`src/hdl/lms_pkg.sv`:
```
// shared constants, codes and types for the led matrix scan driver
// no dependencies
`timescale 1ns / 1ps

package lms_pkg;

    // panel geometry and plane count defaults
    localparam int LMS_COLUMNS    = 64;
    localparam int LMS_ROW_PAIRS  = 16;
    localparam int LMS_BIT_PLANES = 6;

    // bits per color channel
    localparam int LMS_CHAN_BITS  = 8;

    // result queue depth, covers the read stage in flight plus a full stall
    localparam int LMS_OUTQ_DEPTH = 3;

    localparam logic [7:0] LMS_BRIGHT_RESET = 8'h01;

    // scan phase codes
    localparam logic [1:0] PH_DATA_LOW  = 2'd0;
    localparam logic [1:0] PH_DATA_HIGH = 2'd1;
    localparam logic [1:0] PH_LATCH     = 2'd2;
    localparam logic [1:0] PH_LIT       = 2'd3;

    // action codes of an input transfer
    localparam logic ACT_WRITE = 1'b0;
    localparam logic ACT_TICK  = 1'b1;

    // pin sample controls for one tick, aligned with the store read data
    typedef struct packed {
        logic [3:0] row;
        logic [2:0] bitpos;
        logic       shifting;
        logic       shift_clock;
        logic       latch_strobe;
        logic       blank_n;
    } t_scan_ctl;

    // one pin sample as delivered on the result channel
    typedef struct packed {
        logic [3:0] row_select;
        logic       red_top;
        logic       green_top;
        logic       blue_top;
        logic       red_bottom;
        logic       green_bottom;
        logic       blue_bottom;
        logic       shift_clock;
        logic       latch_strobe;
        logic       blank_n;
    } t_result;

endpackage

```
`src/hdl/lms_scan.sv`:
```
// scan sequencer: plane, row, column and lit counters, store read addresses
// depends on lms_pkg
`timescale 1ns / 1ps

module lms_scan #(
    parameter int COLUMNS    = lms_pkg::LMS_COLUMNS,
    parameter int ROW_PAIRS  = lms_pkg::LMS_ROW_PAIRS,
    parameter int BIT_PLANES = lms_pkg::LMS_BIT_PLANES,
    parameter int AW         = $clog2(2 * ROW_PAIRS * COLUMNS)
) (
    input  logic                i_clk,
    input  logic                i_rst_n,
    input  logic                i_tick,
    input  logic [7:0]          i_brightness,
    output logic [AW-1:0]       o_rd_addr_top,
    output logic [AW-1:0]       o_rd_addr_bot,
    output logic                o_vld,
    output lms_pkg::t_scan_ctl  o_ctl
);
    import lms_pkg::*;

    localparam int CW = $clog2(COLUMNS);
    localparam int RW = $clog2(ROW_PAIRS);
    localparam int PW = (BIT_PLANES > 1) ? $clog2(BIT_PLANES) : 1;
    localparam int LW = 8 + BIT_PLANES - 1;

    logic [1:0]    r_phase, n_phase;
    logic [CW-1:0] r_col,   n_col;
    logic [RW-1:0] r_row,   n_row;
    logic [PW-1:0] r_plane, n_plane;
    logic [LW-1:0] r_lit,   n_lit;
    logic          r_vld;
    t_scan_ctl     r_ctl,   n_ctl;

    logic [LW-1:0] lit_load;

    assign lit_load = LW'(i_brightness) << r_plane;

    always_comb begin
        n_phase = r_phase;
        n_col   = r_col;
        n_row   = r_row;
        n_plane = r_plane;
        n_lit   = r_lit;

        n_ctl.row          = 4'(r_row);
        n_ctl.bitpos       = 3'(r_plane) + 3'(8 - BIT_PLANES);
        n_ctl.shifting     = 1'b0;
        n_ctl.shift_clock  = 1'b0;
        n_ctl.latch_strobe = 1'b0;
        n_ctl.blank_n      = 1'b1;

        unique case (r_phase)
            PH_DATA_LOW: begin
                n_ctl.shifting = 1'b1;
                n_phase        = PH_DATA_HIGH;
            end
            PH_DATA_HIGH: begin
                n_ctl.shifting    = 1'b1;
                n_ctl.shift_clock = 1'b1;
                if (r_col == CW'(COLUMNS - 1)) begin
                    n_col   = '0;
                    n_phase = PH_LATCH;
                end else begin
                    n_col   = r_col + CW'(1);
                    n_phase = PH_DATA_LOW;
                end
            end
            PH_LATCH: begin
                n_ctl.latch_strobe = 1'b1;
                n_lit              = lit_load;
                n_phase            = PH_LIT;
            end
            PH_LIT: begin
                n_ctl.blank_n = 1'b0;
                n_lit         = r_lit - LW'(1);
            end
            default: begin
                n_phase = PH_DATA_LOW;
            end
        endcase

        // row done: zero brightness after latch, or last lit tick
        if ((r_phase == PH_LATCH && i_brightness == 8'd0)
                || (r_phase == PH_LIT && r_lit == LW'(1))) begin
            n_lit   = '0;
            n_col   = '0;
            n_phase = PH_DATA_LOW;
            if (r_row == RW'(ROW_PAIRS - 1)) begin
                n_row   = '0;
                n_plane = (r_plane == PW'(BIT_PLANES - 1)) ? '0 : r_plane + PW'(1);
            end else begin
                n_row = r_row + RW'(1);
            end
        end
    end

    always_ff @(posedge i_clk) begin
        if (!i_rst_n) begin
            r_phase <= PH_DATA_LOW;
            r_col   <= '0;
            r_row   <= '0;
            r_plane <= '0;
            r_lit   <= '0;
            r_vld   <= 1'b0;
        end else begin
            r_vld <= i_tick;
            if (i_tick) begin
                r_phase <= n_phase;
                r_col   <= n_col;
                r_row   <= n_row;
                r_plane <= n_plane;
                r_lit   <= n_lit;
            end
        end
    end

    always_ff @(posedge i_clk) begin
        if (i_tick) begin
            r_ctl <= n_ctl;
        end
    end

    assign o_rd_addr_top = AW'(r_row) * AW'(COLUMNS) + AW'(r_col);
    assign o_rd_addr_bot = o_rd_addr_top + AW'(ROW_PAIRS * COLUMNS);
    assign o_vld         = r_vld;
    assign o_ctl         = r_ctl;

endmodule

```
`config.mk`:
```
export PLATFORM = sky130hd
export DESIGN_NAME = lms_scan
export DESIGN_NICKNAME = d
export VERILOG_FILES = /design/src/hdl/lms_pkg.sv /design/src/hdl/lms_scan.sv
export SDC_FILE = /design/constraint.sdc
export NUM_CORES = 1
export LEC_CHECK = 0
export ABC_AREA = 1
export BUFFER_PORTS_ARGS = -buffer_cell sky130_fd_sc_hd__buf_2
export CORE_UTILIZATION = 51
export DETAILED_ROUTE_END_ITERATION = 10
export PLACE_DENSITY = 0.74
export SYNTH_ARGS = -nofsm -noshare
export SYNTH_HDL_FRONTEND = slang
export SYNTH_SLANG_ARGS = --single-unit
```
`constraint.sdc`:
```
create_clock -name i_clk -period 1.51 [get_ports i_clk]
set_input_delay 0.0755 -clock i_clk [delete_from_list [all_inputs] [get_ports i_clk]]
set_output_delay 0.0755 -clock i_clk [all_outputs]
set_load 0.01 [all_outputs]
```
==> results_dict.tcl <==
set metrics [dict create \
    outcome "complete, but fails checks" \
    failed_checks "negative setup slack" \
    synth-seq-area-share_pct 34.24 \
    dieArea_um2 5509 \
    drtPass1Iterations 6 \
    hold_end "o_vld$_SDFF_PN0_" \
    synth_seq_cells 40 \
    worstSetupPathType "flop to flop" \
    clock_sinks 40 \
    path_clk_slew_ns 0.09 \
    hold_ws_ns 0.07917 \
    grt-ovfl-total 0 \
    route.vias.total 2754 \
    worstPathArrival_ns 1.80 \
    reg2reg_from "r_phase[1]$_SDFFE_PN0P_" \
    fin_area_um2 3364 \
    rows 25 \
    ir_worst_vdd_uv 568.0 \
    avgSynthCellArea_um2 6.717 \
    drc 0 \
    power_density_nw_per_um2 804.5 \
    synth_top_family_by_area "simple AND/OR/NAND/NOR gates" \
    r2r_setup_slack_ns -0.04 \
    track_usage_pct 24.66 \
    n_antenna_cell 0 \
    worstSetupStartpointType "flop" \
    synthesis.instances 396 \
    routed_wl_mm 6.764 \
    synthesis.nets 416 \
    die_w_um 74.22 \
    drt_iter0_drc 272 \
    endpoint_kind "flop" \
    fmaxAchievable_mhz 644.6 \
    synthArstFlopShare_pct 0 \
    fin_nets 473 \
    tritoncts "yes" \
    required_ns 1.75 \
    yosysWarnings 0 \
    drive_above_1_share_pct 30.40 \
    synth_cell_types 32 \
    clk_latency_ns 0.31 \
    syn_area_um2 2660 \
    core-area_um2 4880 \
    muxShareOfSynthArea_pct 0 \
    fillers 398 \
    cts_buffers 5 \
    die_h_um 74.22 \
    synth_edf_count 11 \
    area_delta_synth_final_pct 26.48 \
    fin_crit_ns 1.551 \
    path_max_fanout 5 \
    worstRegToRegCells 8 \
    wl_per_cell_um 12.98 \
    antenna_found_initial 0 \
    synth_compound_area_share_pct 8.655 \
    setup_ws_ns -0.04134 \
    dp_hpwl_mm 4.543 \
    grt_pass1_vias 2318 \
    p_leak_nw 1.570 \
    cts_root_buf "clkbuf_8" \
    fin_worst_skew_ns 0.007672 \
    gp_congestion 0.8741 \
    min_from "i_rst_n" \
    regToRegEndpoint "r_lit[6]$_SDFFE_PN0P_" \
    synthXorXnorAreaFrac_pct 2.305 \
    grt_pass1_wl_mm 10.33 \
    max-clock-path-buffers 2 \
    final_common_cell "nand2_1" \
    synthAdderAreaFrac_pct 4.233 \
    grt_max_degree 15 \
    final_util_pct 68.95 \
    portBuffers 42 \
    start_util_pct 54.51 \
    final-max-slew-violation-count 0 \
    rsz0062_at_grt "true" \
    min_path_type "primary input to flop" \
    io-pin-count 45 \
    htree_levels 2 \
    worstHoldPathCells 3 \
    max-cap-violations 0 \
    ant_nets 0 \
    final-hold-violation-count 0 \
    synth-main-ff-cell "dfxtp_1" \
    synth-simple-area-share_pct 37.68 \
    final_cell_mix "106 x nand2_1, 43 x nor2_1, 42 x buf_2, 41 x nand3_1, 30 x inv_1" \
    setup_viol 6 \
    place_area_um2 2983 \
    ctsHoldBuffers 0 \
    period_share_pct 102.7 \
    avgViaCountPerCell 5.286 \
]
how the worst max path moves through the flow:
stage                                       start                 endpoint  slack, ns
after floorplan           r_phase[0]$_SDFFE_PN0P_    r_row[1]$_SDFFE_PN0P_      0.004
after global placement    r_phase[0]$_SDFFE_PN0P_    r_col[5]$_SDFFE_PN0P_      -0.03
after detailed placement  r_phase[0]$_SDFFE_PN0P_    r_col[5]$_SDFFE_PN0P_      -0.11
after CTS                 r_phase[0]$_SDFFE_PN0P_  r_phase[0]$_SDFFE_PN0P_      -0.01
after global routing      r_phase[1]$_SDFFE_PN0P_  r_phase[0]$_SDFFE_PN0P_      -0.11
final                     r_phase[1]$_SDFFE_PN0P_    r_lit[6]$_SDFFE_PN0P_      -0.04
report_power, final:
| part | switching [mW] | internal [mW] | total, mW |
|---|---|---|---|
| clock network | 0.416 | 0.498 | 0.914 |
| logic | 0.369 | 0.240 | 0.609 |
| registers | 0.0366 | 1.15 | 1.18 |
cells by family (layout without fill, tap and decap cells):
logic type	after synthesis	after routing
buf+inv	65	120
compound gates	45	45
other cells	2	2
xor+xnor	7	7
fa+ha+maj	9	9
simple gates	228	231
flops	40	40
final cells by class:
type / count / area (µm²) / share of cell area, %
clock inverters: 3 / 46.29 / 1.376
inverters: 37 / 152.6 / 4.537
well taps: 67 / 83.83 / 2.492
clock buffers: 5 / 68.82 / 2.045
multi-input cells: 294 / 1619 / 48.12
repair buffers: 75 / 473.0 / 14.06
flip-flops and latches: 40 / 920.9 / 27.37
synthesized netlist by cell type (5+ instances only):
cell      number  area [µm²]
nand2_1      109       409.1
dfxtp_1       29       580.6
buf_4         18       135.1
nand4_1        5       31.28
ha_1           9       112.6
edfxtp_1      11       330.3
a21oi_1       30       150.1
nand3_1       46       230.2
inv_1         35       131.4
nor2_1        50       187.7
xor2_1         6       52.55
o21ai_0       13       65.06
layer usage:
layer  up-vias  wire, µm  share of wire [%]  GRT usage [%]
met5         -         0                  0              0
met4         0       122                1.8          11.53
met3        12       421                6.2          4.607
met2       105      3184                 47          37.88
met1      1264      3035                 45          33.56
li1       1373         -                  -              -
flip-flops by register name, indices dropped and copies added, names as in the netlist:
| signal | cells |
|---|---|
| r_lit | 13 |
| o_ctl | 11 |
| r_col | 6 |
| r_row | 4 |
| r_plane | 3 |
| r_phase | 2 |
| o_vld | 1 |
per-stage QoR:
step / instances / TNS (ns) / power, mW / worst slack (ns)
6_report: 521 / -0.1494 / 2.707 / -0.04134
5_1_grt: 521 / -0.8067 / 2.823 / -0.1093
4_1_cts: 519 / -0.01462 / 2.660 / -0.01462
3_5_place_dp: 507 / -1.350 / 1.709 / -0.1150
3_3_place_gp: 507 / -0.1078 / 1.703 / -0.03035
2_1_floorplan: 396 / 0 / 1.540 / 0.003518
worst max-delay path, stage by stage (launching register included):
cell,delay (ns)
dfxtp_4,0.40
ha_4,0.16
buf_6,0.12
inv_4,0.04
a21oi_4,0.21
inv_4,0.08
nor2_4,0.23
nand3_2,0.10
a21oi_2,0.14
timing repair:
item,in CTS,in global routing
hold endpoints to repair,0,0
setup endpoints to repair,28,28
gates cloned,3,0
buffers inserted,1,2
pin swaps,11,16
gates resized for setup,32,30
Power figures use the tool's default switching activity.
