<file path="src/hdl/lms_pkg.sv">
// shared constants, codes and types for the led matrix scan driver
// no dependencies
`timescale 1ns / 1ps

package lms_pkg;

    // panel geometry and plane count defaults
    localparam int LMS_COLUMNS    = 64;
    localparam int LMS_ROW_PAIRS  = 16;
    localparam int LMS_BIT_PLANES = 6;

    // bits per color channel
    localparam int LMS_CHAN_BITS  = 8;

    // result queue depth, covers the read stage in flight plus a full stall
    localparam int LMS_OUTQ_DEPTH = 3;

    localparam logic [7:0] LMS_BRIGHT_RESET = 8'h01;

    // scan phase codes
    localparam logic [1:0] PH_DATA_LOW  = 2'd0;
    localparam logic [1:0] PH_DATA_HIGH = 2'd1;
    localparam logic [1:0] PH_LATCH     = 2'd2;
    localparam logic [1:0] PH_LIT       = 2'd3;

    // action codes of an input transfer
    localparam logic ACT_WRITE = 1'b0;
    localparam logic ACT_TICK  = 1'b1;

    // pin sample controls for one tick, aligned with the store read data
    typedef struct packed {
        logic [3:0] row;
        logic [2:0] bitpos;
        logic       shifting;
        logic       shift_clock;
        logic       latch_strobe;
        logic       blank_n;
    } t_scan_ctl;

    // one pin sample as delivered on the result channel
    typedef struct packed {
        logic [3:0] row_select;
        logic       red_top;
        logic       green_top;
        logic       blue_top;
        logic       red_bottom;
        logic       green_bottom;
        logic       blue_bottom;
        logic       shift_clock;
        logic       latch_strobe;
        logic       blank_n;
    } t_result;

endpackage

</file>
<file path="src/hdl/lms_outq.sv">
// small result queue between the read stage and the result channel
// depends on lms_pkg
`timescale 1ns / 1ps

module lms_outq #(
    parameter int DEPTH = lms_pkg::LMS_OUTQ_DEPTH,
    parameter int CW    = $clog2(DEPTH + 1)
) (
    input  logic             i_clk,
    input  logic             i_rst_n,
    input  logic             i_push,
    input  lms_pkg::t_result i_data,
    input  logic             i_pop,
    output logic             o_valid,
    output lms_pkg::t_result o_data,
    output logic [CW-1:0]    o_count
);
    import lms_pkg::*;

    localparam int PW = (DEPTH > 1) ? $clog2(DEPTH) : 1;

    t_result       r_mem [DEPTH];
    logic [PW-1:0] r_wptr;
    logic [PW-1:0] r_rptr;
    logic [CW-1:0] r_count;

    always_ff @(posedge i_clk) begin
        if (!i_rst_n) begin
            r_wptr  <= '0;
            r_rptr  <= '0;
            r_count <= '0;
        end else begin
            if (i_push) begin
                r_wptr <= (r_wptr == PW'(DEPTH - 1)) ? '0 : r_wptr + PW'(1);
            end
            if (i_pop) begin
                r_rptr <= (r_rptr == PW'(DEPTH - 1)) ? '0 : r_rptr + PW'(1);
            end
            case ({i_push, i_pop})
                2'b10:   r_count <= r_count + CW'(1);
                2'b01:   r_count <= r_count - CW'(1);
                default: r_count <= r_count;
            endcase
        end
    end

    always_ff @(posedge i_clk) begin
        if (i_push) begin
            r_mem[r_wptr] <= i_data;
        end
    end

    assign o_valid = (r_count != '0);
    assign o_data  = r_mem[r_rptr];
    assign o_count = r_count;

endmodule
</file>
<file path="config.mk">
export PLATFORM = sky130hd
export DESIGN_NAME = lms_outq
export DESIGN_NICKNAME = d
export VERILOG_FILES = /design/src/hdl/lms_pkg.sv /design/src/hdl/lms_outq.sv
export SDC_FILE = /design/constraint.sdc
export NUM_CORES = 1
export LEC_CHECK = 0
export BUFFER_PORTS_ARGS = -buffer_cell sky130_fd_sc_hd__buf_2
export CORE_MARGIN = 4
export CORE_UTILIZATION = 48
export DETAILED_ROUTE_END_ITERATION = 6
export PLACE_DENSITY = 0.7
export REMOVE_ABC_BUFFERS = 1
export SLEW_MARGIN = 15
export SYNTH_ARGS = -nofsm -noshare
export SYNTH_HDL_FRONTEND = slang
export SYNTH_SLANG_ARGS = --single-unit
</file>
<file path="constraint.sdc">
create_clock -name i_clk -period 1.7 [get_ports i_clk]
set_input_delay 0.255 -clock i_clk [delete_from_list [all_inputs] [get_ports i_clk]]
set_output_delay 0.255 -clock i_clk [all_outputs]
set_load 0.02 [all_outputs]
</file>
==> results.toml, run 1 <==
[status]
status = "finished clean"

[place]
io_buffers = 32
place_area_um2 = 2010
place.detailed.hpwl_mm = 2.01
place_congestion = 0.642

[route]
drt_pass1_iterations = 4
dr.first_iter.drc_count = 54
wl_per_cell_um = 14.2
totalWireLength_mm = 2.89
drc = 0
postRouteAntennaNets = 0
vias = 1018
via_per_inst = 5.01

[clocking]
cts.sinks = 47
insertion_delay_ns = 0.29
cts_resized = 0
post-cts-setup-buffers = 0
cts.clk_slew.worst_paths_ns = 0.08
cts-root-buf = "clkbuf_8"
postCtsHoldBufs = 0
cts_made_buffers = 5
cts_tree = "done"
clockBufferDepth = 2
cts_max_level = 2

[yosys]
synth_edf_count = 39
yosysWarnings = 0
synth_top_area_cell = "edfxtp_1"
async_flop_share_pct = 0
netlist-cell-type-count = 22
netlist_top_cells_area = "edfxtp_1 (67%), dfxtp_1 (9.1%), mux2i_1 (7.4%)"
synth-seq-area-share_pct = 75.9
syn_avg_cell_area_um2 = 15.4
synth_ff_type = "edfxtp_1"
syn_area_um2 = 1750
synth-seq-cells = 47
yosysTopAreaCellShare_pct = 66.8
synth_cells = 114

[timing]
final-hold-violation-count = 0
holdWs_ns = 0.166
slew_violations = 0
rsz0062_at_grt = "false"
post-route-period-util_pct = 94.3
finalSetupViolations = 0
tns_ns = 0
period_minus_slack_ns = 1.60
tightest_slew_ns = 0.258
maxSlewHeadroom_pct = 82.8
fmax_ghz = 0.624
clock_skew_ns = 0.00544

[grt]
track_usage_pct = 13.7
grt_busiest_layer = "met2"
grt_overflow_total = 0
grt_pass1_vias = 952
met3_usage_pct = 5.91
grt_max_degree = 27
grtUsageMet2_pct = 21.9
met1_usage_pct = 16.8
grt_pass1_wl_mm = 4.45
antenna_found_initial = 0

[floorplanning]
ios = 33
placementRows = 21
dieArea_um2 = 4680
start_util_pct = 50.9
core_area_um2 = 3440
die-width_um = 68.4
fp.dieH_um = 68.4

[worst_setup_path]
arrival_ns = 1.35
r2r_end = "r_mem[0][5]"
timing.rr.start = "r_wptr[1]"
setup.worst_path.class = "reg -> out"
crit_end = "o_data[3]"
end_kind = "primary output"
worst-r2r-cell-count = 2
cp.required_ns = 1.44
regToRegSetupSlack_ns = 0.59
critPathMaxFanout = 13
start_kind = "flop"

[finish]
finish.instance_area_um2 = 2110
drive_above_1_share_pct = 29.9
nets = 174
area_growth_pct = 20.5
diodes = 0

[min_path]
hold_class = "in -> reg"

[power_and_ir_drop]
p_leak_nw = 0.776
vdd_drop_max_uv = 711
p_per_area_nw_per_um2 = 1130

[job]
cap_violations = 0
[power breakdown]
part / leakage (nW) / internal, mW / switching [mW]
registers: 0.427 / 1.31 / 0.0218
logic: 0.297 / 0.111 / 0.174
clock network: 0.0524 / 0.440 / 0.336
total: 0.776 / 1.86 / 0.531
[cells in the mapped netlist (2+ instances only)]
master / n
dfxtp_1: 8
nor2b_1: 3
o21ai_1: 13
edfxtp_1: 39
a21boi_1: 2
xnor2_1: 2
nor2_1: 2
buf_2: 3
o21a_1: 3
nand2_1: 15
mux2i_1: 13
[registers in the layout, summed over array words and instances (netlist names), named ones only]
register  count
o_count       2
r_mem        39
r_rptr        2
r_wptr        2
[cell type report]
type	count	area [um2]
sequential	47	1330
fill	274	1330
multi-input combinational	62	400
timing repair buffer	39	213
clock buffer	7	76.3
tap	46	57.6
clock inverter	1	30.0
inverter	1	3.75
[worst min-delay path by stage]
stage                     from            to  cells past startpoint
finish              i_data[12]  r_mem[0][12]                      1
global route         i_data[2]   r_mem[2][2]                      1
global placement     i_data[1]   r_mem[2][1]                      1
CTS                  i_data[2]   r_mem[2][2]                      1
floorplan            i_data[0]   r_mem[0][0]                      0
detailed placement   i_data[5]   r_mem[1][5]                      1
[through the flow]
stage	util [%]	cells	total power, mW	setup WS, ns
4_1_cts	61.4	203	2.40	0.0859
6_report	61.4	203	2.39	0.0976
3_5_place_dp	58.3	195	1.64	0.328
2_1_floorplan	-	110	1.52	-0.0446
5_1_grt	61.4	203	2.48	0.00539
3_3_place_gp	58.3	195	1.63	0.395
[cell families (layout without fill, tap and decap cells)]
kind of cell               count (synthesis)  after routing  share of synthesized area (%)
and+or+nand+nor                           27             27                           7.28
xor gates and xnor gates                   2              2                          0.999
AOI/OAI and AO/OA                         19             19                           6.14
muxes                                     13             13                           7.42
adders and majority gates                  1              1                          0.714
buffers and inverters                      5             48                           1.50
DFF                                       47             47                           75.9
[worst max-delay path, cell delays in order, from the launching register on]
cell,delay (ns)
dfxtp_1,0.31
buf_4,0.25
mux2i_1,0.24
o21ai_1,0.08
buf_2,0.17
[placed cells by master, fill, tap and decap left out, drive strengths merged]
cell	Yosys	routed
a21boi	2	2
and2	1	1
buf	4	39
bufinv	0	1
clkbuf	0	7
dfxtp	8	8
edfxtp	39	39
ha	1	1
inv	1	1
mux2i	13	13
nand2	15	15
nand2b	1	1
nand3b	1	1
nor2	2	2
nor2b	3	3
nor3	1	1
nor3b	1	1
o21a	3	3
o21ai	14	14
or2	1	1
or3	1	1
xnor2	2	2
[routing by layer]
layer | share of wire [%] | vias up
met1 | 43 | 475
li1 | - | 498
met5 | 0 | -
met4 | 0.73 | 0
met3 | 6.9 | 4
met2 | 50 | 41
(Power assumes the default switching activity.)
==> run 2, diff against run 1 <==
--- a/config.mk
+++ b/config.mk
@@ -7,9 +7,10 @@
 export LEC_CHECK = 0
 export BUFFER_PORTS_ARGS = -buffer_cell sky130_fd_sc_hd__buf_2
 export CORE_MARGIN = 4
-export CORE_UTILIZATION = 48
+export CORE_UTILIZATION = 51
+export CTS_BUF_LIST = sky130_fd_sc_hd__clkbuf_8
 export DETAILED_ROUTE_END_ITERATION = 6
-export PLACE_DENSITY = 0.7
+export PLACE_DENSITY = 0.74
 export REMOVE_ABC_BUFFERS = 1
 export SLEW_MARGIN = 15
 export SYNTH_ARGS = -nofsm -noshare
==> run 2 against run 1 <==
Global-route usage down 0.42 points; combinational power down 2%; sequential power about the same.
==> results.toml, run 2 (same netlist as run 1, synthesis figures left out) <==
[status]
status = "finished clean"

[finish]
nets = 172
mostFrequentLayoutCell = "edfxtp_1"
diodes = 0
largest_reg_flops = 39
utilization_pct = 63.7
final_cell_mix = "edfxtp_1 (39), buf_2 (32), nand2_1 (15), mux2i_1 (13), o21ai_1 (13)"
regMostFlops = "r_mem"
area_growth_pct = 21.3
drive_above_1_share_pct = 29.7
stdcell_count = 201

[route]
drt_pass1_iterations = 4
wl_per_cell_um = 12.9
dr.first_iter.drc_count = 33
totalWireLength_mm = 2.60
postRouteAntennaNets = 0
via_per_inst = 4.84
vias = 973
drc = 0

[floorplanning]
fp.dieH_um = 66.6
dieArea_um2 = 4440
ios = 33
start_util_pct = 52.5
die-width_um = 66.6
placementRows = 21
core_area_um2 = 3340

[timing]
final-hold-violation-count = 0
maxSlewHeadroom_pct = 83.6
slew_violations = 0
rsz0062_at_grt = "false"
period_minus_slack_ns = 1.53
finalSetupViolations = 0
fmax_ghz = 0.654
clock_skew_ns = 0.00261
tightest_slew_ns = 0.247
post-route-period-util_pct = 89.9
holdWs_ns = 0.162

[clocking]
cts.clk_slew.worst_paths_ns = 0.08
post-cts-setup-buffers = 0
clockBufferDepth = 2
cts_resized = 0
cts_max_level = 2
cts_made_buffers = 5
insertion_delay_ns = 0.29
cts_tree = "done"
cts.sinks = 47
postCtsHoldBufs = 0
cts-root-buf = "clkbuf_8"

[place]
place.detailed.hpwl_mm = 1.74
place_inst = 193
place_congestion = 0.715
io_buffers = 32

[grt]
grt_max_degree = 27
track_usage_pct = 13.2
grt_overflow_total = 0
grt_pass1_wl_mm = 4.18
grt_pass1_vias = 963
antenna_found_initial = 0

[min_path]
hold_class = "in -> reg"

[job]
cap_violations = 0

[worst_setup_path]
cp.required_ns = 1.44
start_kind = "flop"
arrival_ns = 1.27
critPathMaxFanout = 13
setup.worst_path.class = "reg -> out"
end_kind = "primary output"

[power_and_ir_drop]
p_leak_nw = 0.783
vdd_drop_max_uv = 672
p_per_area_nw_per_um2 = 1180
## run 2: stage by stage
| step | TNS (ns) | power (mW) | instance area (um2) | setup slack (ns) |
|---|---|---|---|---|
| floorplan | -0.579 | 1.52 | 1730 | -0.0446 |
| global placement | 0 | 1.63 | 1990 | 0.402 |
| detailed placement | 0 | 1.64 | 1990 | 0.350 |
| CTS | 0 | 2.54 | 2120 | 0.102 |
| global route | 0 | 2.62 | 2130 | 0.0404 |
| finish | 0 | 2.52 | 2130 | 0.172 |
## run 2: critical path: stages (launching register included)
cell and delay, ns:
dfxtp_1 0.33, buf_6 0.20, mux2i_1 0.21, o21ai_1 0.08, buf_2 0.17
## run 2: routing by layer
metal  up-vias  GRT usage [%]  wire length [um]
li1        495              -                 -
met1       443           14.4              1100
met2        27           22.2              1270
met3         8           3.71               166
met4         0           9.14                72
met5         -              0                 0
## run 2: worst paths after layout
path / startpoint / endpoint / slack, ns / cells after the start
worst max-delay path: flop / o_data[10] / 0.17 / 4
worst min-delay path: i_data[9] / r_mem[2][9] / 0.16 / 1
worst max register to register: r_wptr[0] / r_mem[1][5] / 0.56 / 3
worst min register to register: r_rptr[1] / r_rptr[1] / 0.51 / 2
## run 2: where the power goes
part | switching [mW] | internal, mW
clock network | 0.331 | 0.581
logic | 0.167 | 0.110
registers | 0.0216 | 1.31
total | 0.520 | 2.00
## run 2: final cells by class
cell class	count	area, um2
clock buffers	5	68.8
clock inverters	3	63.8
fillers	253	1210
inverters	1	3.75
multi-input cells	62	400
flip-flops and latches	47	1330
well taps	46	57.6
repair buffers	37	201
==> run 3, diff against run 2 <==
==> constraint.sdc (replaced) <==
create_clock -name i_clk -period 1.7 [get_ports i_clk]
set_input_delay 0 -clock i_clk [delete_from_list [all_inputs] [get_ports i_clk]]
set_output_delay 0 -clock i_clk [all_outputs]
set_load 0.02 [all_outputs]
==> run 3 against run 2 <==
Clock power is 35% lower; non-clock buffer count is 14 higher; largest power group unchanged; critical endpoint unchanged; sequential share of layout area is 2.4 points lower.
==> results.toml, run 3 (same netlist as run 1, synthesis figures left out) <==
[worst_setup_path]
setup.worst_path.class = "reg -> out"
start_kind = "flop"
cp.required_ns = 1.70
worst-r2r-cell-count = 3
critPathMaxFanout = 13
arrival_ns = 1.31
end_kind = "primary output"

[timing]
clock_skew_ns = 0.00341
tns_ns = 0
post-route-period-util_pct = 77.1
timing.final.ws_setup_ns = 0.389
final-hold-violation-count = 0
finalSetupViolations = 0
fmax_ghz = 0.763
maxSlewHeadroom_pct = 83.4
rsz0062_at_grt = "false"
holdWs_ns = 0.0416
period_minus_slack_ns = 1.31
slew_violations = 0
tightest_slew_ns = 0.249

[route]
totalWireLength_mm = 2.89
drc = 0
vias = 1038
postRouteAntennaNets = 0
drt_pass1_iterations = 4
dr.first_iter.drc_count = 25
wl_per_cell_um = 13.4
via_per_inst = 4.83

[finish]
utilization_pct = 66.3
largest_reg_flops = 39
area_growth_pct = 26.1
nets = 186
regMostFlops = "r_mem"
drive_above_1_share_pct = 26.0
diodes = 0
mostFrequentLayoutCell = "edfxtp_1"
final_cell_mix = "edfxtp_1 (39), buf_2 (32), nand2_1 (15), dlygate4sd3_1 (14)"
finish.instance_area_um2 = 2210
stdcell_count = 215

[min_path]
min_path_cells = 3
hold_class = "in -> reg"

[clocking]
cts-root-buf = "clkbuf_8"
cts.sinks = 47
clockBufferDepth = 2
cts.clk_slew.worst_paths_ns = 0.07
insertion_delay_ns = 0.29
cts_made_buffers = 5
cts_max_level = 2
cts_tree = "done"

[place]
place_inst = 193
place_congestion = 0.710
place_area_um2 = 1990
dp_slack_ns = 0.579
place.detailed.hpwl_mm = 1.98
io_buffers = 32

[grt]
antenna_found_initial = 0
grt_max_degree = 27
grt_pass1_wl_mm = 4.66
grt_pass1_vias = 1104
grt_overflow_total = 0
track_usage_pct = 14.7

[floorplanning]
fp.dieH_um = 66.6
start_util_pct = 52.5
dieArea_um2 = 4440
die-width_um = 66.6
placementRows = 21
ios = 33
core_area_um2 = 3340

[job]
cap_violations = 0

[power_and_ir_drop]
p_per_area_nw_per_um2 = 1010
p_leak_nw = 0.815
vdd_drop_max_uv = 574
finalPower_mw = 2.22

[status]
status = "finished clean"
[run 3: changes by cell type in the layout (fill, tap and decap cells not counted), sizes merged]
cell / delta
bufinv: -2
clkinv: +2
dlygate4sd3: +14
[run 3: final cells by class]
class / count / area (um2)
Sequential cell: 47 / 1330
Fill cell: 252 / 1130
Multi-Input combinational cell: 62 / 400
Timing Repair Buffer: 51 / 338
Clock buffer: 5 / 68.8
Tap cell: 46 / 57.6
Clock inverter: 3 / 11.3
Inverter: 1 / 3.75
[run 3: metal layers]
metal / track usage [%] / vias up / wire length, um
met1: 16.0 / 477 / 1160
met5: 0 / - / 0
li1: - / 524 / -
met3: 4.55 / 7 / 150
met4: 6.85 / 0 / 55
met2: 25.9 / 30 / 1520
[run 3: power breakdown]
group,switching [mW],total (mW),internal (mW)
Clock,0.317,0.591,0.274
Combinational,0.174,0.304,0.130
Sequential,0.0216,1.33,1.31
[run 3: final timing paths]
kind	to	start	slack, ns
max	o_data[10]	flop	0.39
min	r_rptr[1]	i_pop	0.04
max reg2reg	r_mem[1][0]	r_wptr[0]	0.58
min reg2reg	r_rptr[1]	r_rptr[1]	0.53
[run 3: timing repair]
| item | CTS | global route |
|---|---|---|
| setup endpoints to repair | 0 | 0 |
| hold buffers | 14 | 0 |
| hold endpoints to repair | 44 | 0 |
| gates resized for setup | 0 | 0 |
| buffers inserted | 0 | 0 |
[run 3: critical path, cell delays in order, from the launching register on]
cell     delay [ns]
dfxtp_1        0.31
buf_4          0.24
mux2i_1        0.21
o21ai_1        0.08
buf_2          0.17
